## src/sv/osa_ed_pkg.sv

```systemverilog
package osa_ed_pkg;

    localparam int CHAR_W  = 8;
    localparam int DIST_W  = 7;
    localparam int DIST_SAT = 127;

    typedef enum logic [1:0] {
        OP_START  = 2'd0,
        OP_APPEND = 2'd1,
        OP_QUERY  = 2'd2,
        OP_FINISH = 2'd3
    } op_t;

    // control half of a token moving down the cell chain
    typedef struct packed {
        logic              valid;
        op_t               op;
        logic [CHAR_W-1:0] ch;        // appended or query char
        logic [CHAR_W-1:0] last_ch;   // previous query char
        logic [CHAR_W-1:0] left_ref;  // ref char held by the left neighbor
        logic              left_ok;   // left neighbor holds a ref char
        logic              first;     // first query row since start
        logic              err;       // sticky error, read at finish only
    } wave_ctl_t;

endpackage

```

## src/sv/osa_ed_cell.sv

```systemverilog
module osa_ed_cell #(
    parameter int W   = 7,
    parameter int COL = 1
) (
    input  logic                  clk,
    input  logic                  rst_n,
    input  logic                  adv,
    input  osa_ed_pkg::wave_ctl_t in_ctl,
    input  logic [W-1:0]          in_val,
    input  logic [W-1:0]          in_diag,
    input  logic [W-1:0]          in_pdiag,
    input  logic [W-1:0]          in_pdiag_l,
    input  logic [W-1:0]          in_idx,
    input  logic [W-1:0]          in_dist,
    output osa_ed_pkg::wave_ctl_t out_ctl,
    output logic [W-1:0]          out_val,
    output logic [W-1:0]          out_diag,
    output logic [W-1:0]          out_pdiag,
    output logic [W-1:0]          out_pdiag_l,
    output logic [W-1:0]          out_idx,
    output logic [W-1:0]          out_dist
);

    localparam logic [W-1:0] COL_V = W'(COL);
    localparam logic [W-1:0] POS_V = W'(COL - 1);

    logic [osa_ed_pkg::CHAR_W-1:0] ref_reg;
    logic [W-1:0]                  prev_reg;
    logic [W-1:0]                  pprev_reg;
    osa_ed_pkg::wave_ctl_t         ctl_reg;
    osa_ed_pkg::wave_ctl_t         ctl_next;
    logic [W-1:0]                  val_reg;
    logic [W-1:0]                  diag_reg;
    logic [W-1:0]                  pdiag_reg;
    logic [W-1:0]                  pdiag_l_reg;
    logic [W-1:0]                  idx_reg;
    logic [W-1:0]                  dist_reg;

    logic         cost;
    logic         tr_en;
    logic [W:0]   up_c;
    logic [W:0]   left_c;
    logic [W:0]   diag_c;
    logic [W:0]   tr_c;
    logic [W:0]   best;
    logic [W-1:0] new_val;

    always_comb
    begin
        cost   = (ref_reg != in_ctl.ch);
        tr_en  = !in_ctl.first && in_ctl.left_ok && (in_ctl.ch == in_ctl.left_ref) &&
                 (in_ctl.last_ch == ref_reg);
        up_c   = {1'b0, prev_reg} + (W+1)'(1);
        left_c = {1'b0, in_val} + (W+1)'(1);
        diag_c = {1'b0, in_diag} + (W+1)'(cost);
        tr_c   = {1'b0, in_pdiag_l} + (W+1)'(cost);
        best   = (up_c < left_c) ? up_c : left_c;
        if (diag_c < best)
        begin
            best = diag_c;
        end
        if (tr_en && (tr_c < best))
        begin
            best = tr_c;
        end
        new_val = best[W-1:0];

        ctl_next          = in_ctl;
        ctl_next.left_ref = ref_reg;
        ctl_next.left_ok  = 1'b1;
    end

    always_ff @(posedge clk or negedge rst_n)
    begin
        if (!rst_n)
        begin
            ctl_reg   <= '0;
            prev_reg  <= COL_V;
            pprev_reg <= '0;
        end
        else if (adv)
        begin
            ctl_reg <= ctl_next;
            if (in_ctl.valid)
            begin
                case (in_ctl.op)
                    osa_ed_pkg::OP_START:
                    begin
                        prev_reg  <= COL_V;
                        pprev_reg <= '0;
                    end
                    osa_ed_pkg::OP_QUERY:
                    begin
                        prev_reg  <= new_val;
                        pprev_reg <= prev_reg;
                    end
                    default:
                    begin
                        prev_reg  <= prev_reg;
                    end
                endcase
            end
        end
    end

    always_ff @(posedge clk)
    begin
        if (adv && in_ctl.valid && (in_ctl.op == osa_ed_pkg::OP_APPEND) &&
            (in_idx == POS_V))
        begin
            ref_reg <= in_ctl.ch;
        end
    end

    always_ff @(posedge clk)
    begin
        if (adv)
        begin
            val_reg     <= new_val;
            diag_reg    <= prev_reg;
            pdiag_reg   <= pprev_reg;
            pdiag_l_reg <= in_pdiag;
            idx_reg     <= in_idx;
            if ((in_ctl.op == osa_ed_pkg::OP_FINISH) && (in_idx == COL_V))
            begin
                dist_reg <= prev_reg;
            end
            else
            begin
                dist_reg <= in_dist;
            end
        end
    end

    assign out_ctl     = ctl_reg;
    assign out_val     = val_reg;
    assign out_diag    = diag_reg;
    assign out_pdiag   = pdiag_reg;
    assign out_pdiag_l = pdiag_l_reg;
    assign out_idx     = idx_reg;
    assign out_dist    = dist_reg;

endmodule

```

## config.mk

```make
export PLATFORM = sky130hd
export DESIGN_NAME = osa_ed_cell
export DESIGN_NICKNAME = d
export VERILOG_FILES = /design/src/sv/osa_ed_pkg.sv /design/src/sv/osa_ed_cell.sv
export SDC_FILE = /design/constraint.sdc
export NUM_CORES = 1
export LEC_CHECK = 0
export ABC_AREA = 1
export CAP_MARGIN = 20
export CELL_PAD_IN_SITES_DETAIL_PLACEMENT = 2
export CELL_PAD_IN_SITES_GLOBAL_PLACEMENT = 2
export CORE_MARGIN = 5
export CORE_UTILIZATION = 37
export DETAILED_ROUTE_END_ITERATION = 8
export DONT_BUFFER_PORTS = 1
export PLACE_DENSITY_LB_ADDON = 0.05
export SLEW_MARGIN = 10
export SYNTH_ARGS = -nofsm -noshare
export SYNTH_HDL_FRONTEND = slang
export SYNTH_SLANG_ARGS = --single-unit
```

## constraint.sdc

```tcl
create_clock -name clk -period 5.8 [get_ports clk]
set_input_delay 0.58 -clock clk [delete_from_list [all_inputs] [get_ports clk]]
set_output_delay 0.58 -clock clk [all_outputs]
set_load 0.005 [all_outputs]
```

==> summary.md <==
| Metric | Value |
|---|---|
| Status | finished, final reports clean |
| # IOs | 147 |
| Synthesized net count | approximately 650 |
| Register area share after synthesis | 51.9% |
| Commonest non-fill, non-tap cell in the layout | nand2_1 |
| Largest net degree at the start of global routing | 69 |
| Starting Density | 37.7% |
| Worst r2r src | ref_reg[1]$_DFFE_PP_ |
| Time the worst path needs with I/O delays and setup | 5.43 ns |
| Post-Synth XOR/XNOR Area | 5.76% |
| Placed Area | 0.00521 mm² |
| Adder-cell share of the synthesized area | around 6.0% |
| Largest cells by area after synthesis | edfxtp_1 30%, dfrtp_1 21%, nand2_1 12% |
| Core ar. | around 0.013 mm² |
| FILL cells | 1474 |
| Drt pass-1 iters | 4 |
| Crit path kind | reg -> reg |
| Cell taking the most area after synthesis | edfxtp_1 |
| Vias | 3844 |
| Setup violators final | 0 |
| Overflow after GRT | 0 |
| Die width | 126 µm |
| Crit path max fanout | 7 |
| Worst Setup SP | ref_reg[1]$_DFFE_PP_ |
| CTS Buf Count | 9 |
| # diodes | 0 |
| Worst slew pin tran | 0.528 ns |
| Post-synth cell types | 36 |
| Most frequent cells in the layout | 161 x nand2_1, 54 x inv_1, 50 x edfxtp_1 |
| Antenna Nets Post-Route | 0 |
| Max Clock Freq | 184 MHz |
| Synth Register Bits | 94 |
| Clock Skew | 0.00563 ns |
| CTS tree | done |
| DRC viols | 0 |
| Slowest-stage cell, CP | or4_1 |
| Avg WL per Cell | 21.2 µm |
| Worst path arrival time | 5.64 ns |
| Worst skew pair latency | 0.34 ns |
| Mean Syn Cell Area | 9.12 µm² |
| Design Power | 2.40 mW |
| Clk slew on worst S/H paths | 0.07 ns |
| CP dominant cell by count | ha_1 |
| Placer Congestion | 0.827 |
| Clk sinks | 94 |
| IO buf count | 0 |
| Number of synthesized flops with an enable pin | 50 |
| Post-synthesis simple-gate area fraction | 25.1% |
| Mapped Area | approximately 0.005 mm² |
| Overall Global Routing Usage | 19.7% |
| Critical path's largest stage delay | 0.60 ns |
| Worst setup SP type | flip-flop |
| Global-route wire length before repair | ~24000 µm |
| Reg area | 0.00260 mm² |
| # rows | 42 |
| Layout cells sized above 1 | between 10% and 20% |
| Chip height | 126 µm |
| H-tree lvl count | 3 |
| Power Density | ~430 mW/mm² |
| Final Instance Area | 0.00564 mm² |
| Top delay family on crit path | simple AND/OR/NAND/NOR gates |
| Final period utilization | 93.7% |
| Post-synth top area share | 29.9% |
| Maximum vdd ir drop | roughly 0.00015 V |
| Compound-Gate Fraction of Synth Area | under 10% |
| P&R area growth vs syn | 12.4% |
| Drt initial violations | between 150 and 200 |
| Vias in the first global route | around 4300 |
| Post-synth ARST share | 46.8% |
| Clock buffer depth | 2 |
| Wirelength, routed | about 16000 µm |
| Max-Cap Viols | 0 |
| Root Driver | clkbuf_16 |
| Flip-flop count of the largest register after layout | 30 |
| Slew HR | 64.7% |
| Post-synth top flop | edfxtp_1 |
| Die Area | 0.0160 mm² |
| Synthesized instance count | 550 |
| Area of the multi-input gates | approximately 0.0022 mm² |
| LEAKAGE | between 2 and 3 nW |
| Warnings from Yosys | 0 |
| Combinational family with the most area after synthesis | simple AND/OR/NAND/NOR gates |
| Final Hold Vio Count | 0 |
| Initial antenna violation count | 1 |
| Bufs and invs on worst path | 3 |
| CP endpoint kind | flip-flop |
| Worst path required time | 6.00 ns |
| Max Slew Vio Count | 0 |
| HPWL after DPL | 12100 µm |
| Mux cell area share after synthesis | 0% |
| Number of nets in the layout | 655 |
| Worst Hold Class | in -> async |
| Vias per cell | 5.22 |
## cells by family (layout without fill, tap and decap cells)
group | count (synthesis) | in the layout
adder cells (fa/ha/maj) | 24 | 24
flip-flops | 94 | 94
XOR/XNOR | 33 | 33
AO/OA/AOI/OAI | 60 | 60
AND/OR/NAND/NOR | 271 | 271
buffers and inverters | 68 | 79
## timing repair
action / in CTS / in global routing
hold buffers: 1 / 0
gates resized for setup: 0 / 12
buffers inserted: 1 / 2
endpoints found under the setup margin: 1 / 14
pin swaps: 1 / 4
hold endpoints to repair: 43 / 0
## cell usage after synthesis, types with 3 or more instances
cell type / instances
nor3b_1: 4
o21ai_1: 7
a21oi_1: 4
nor4_1: 4
inv_1: 54
xnor2_1: 10
or2_2: 3
and2_1: 7
nor2_1: 18
o21ai_0: 45
nor2_2: 3
nand2_2: 13
xor2_1: 23
clkbuf_1: 10
nand3_1: 34
edfxtp_1: 50
ha_1: 24
dfrtp_1: 43
nand4_1: 9
nand3b_1: 4
nand2_1: 161
## per-layer routing
| metal | share of wire (%) | up-vias | global-route usage (%) | routed length, µm |
|---|---|---|---|---|
| met5 | 0 | - | 0 | 0 |
| met4 | 0.81 | 0 | 4.48 | 127 |
| li1 | - | 1830 | - | - |
| met1 | 43 | 1899 | 25.1 | 6750 |
| met2 | 49 | 107 | 33.3 | 7620 |
| met3 | 7.1 | 8 | 5.59 | 1110 |
## cell type report
cell class / instances / share of cell area, %
multi-input cells: 388 / 39.1
well taps: 176 / 3.90
clock buffers: 9 / 3.99
inverters: 57 / 3.79
repair buffers: 6 / 1.57
clock inverters: 7 / 1.51
flip-flops and latches: 94 / 46.2
## where the power goes
group	internal (mW)	total [mW]	switching, mW
logic	0.310	0.854	0.545
registers	0.841	0.932	0.0910
clock network	0.340	0.615	0.275
total	1.49	2.40	0.910
## through the flow
step                      util, %  setup slack, ns  instances  TNS [ns]  hold WS [ns]
after floorplan                 -            0.817        550         0         0.284
after global placement       39.2            0.290        716         0         0.285
after detailed placement     39.2           0.0249        716         0         0.286
after CTS                    41.8           0.0543        734         0        0.0619
after global routing         42.4          -0.0564        737    -0.161        0.0562
final                        42.4            0.368        737         0        0.0692
## worst register-to-register path, delay by kind of cell, from the launching register on
kind,cells,cell delay [ns]
and+or+nand+nor,14,2.27
DFF,1,0.50
buffers and inverters,3,0.37
AOI/OAI and AO/OA,3,0.54
xor gates and xnor gates,2,0.52
adders and majority gates,4,1.08
## worst paths after layout
check	to	slack (ns)	cells past startpoint
setup / recovery	out_val[3]$_DFFE_PP_	0.37	26
hold / removal	out_ctl[17]$_DFFE_PN0P_	0.07	1
setup reg to reg	out_val[3]$_DFFE_PP_	0.37	26
hold reg to reg	out_pdiag[3]$_DFFE_PP_	0.44	0
max in group asynchronous	pprev_reg[5]$_DFFE_PN0P_	5.50	1
min in group clk	ref_reg[6]$_DFFE_PP_	0.33	0
(Power assumes the default switching activity.)
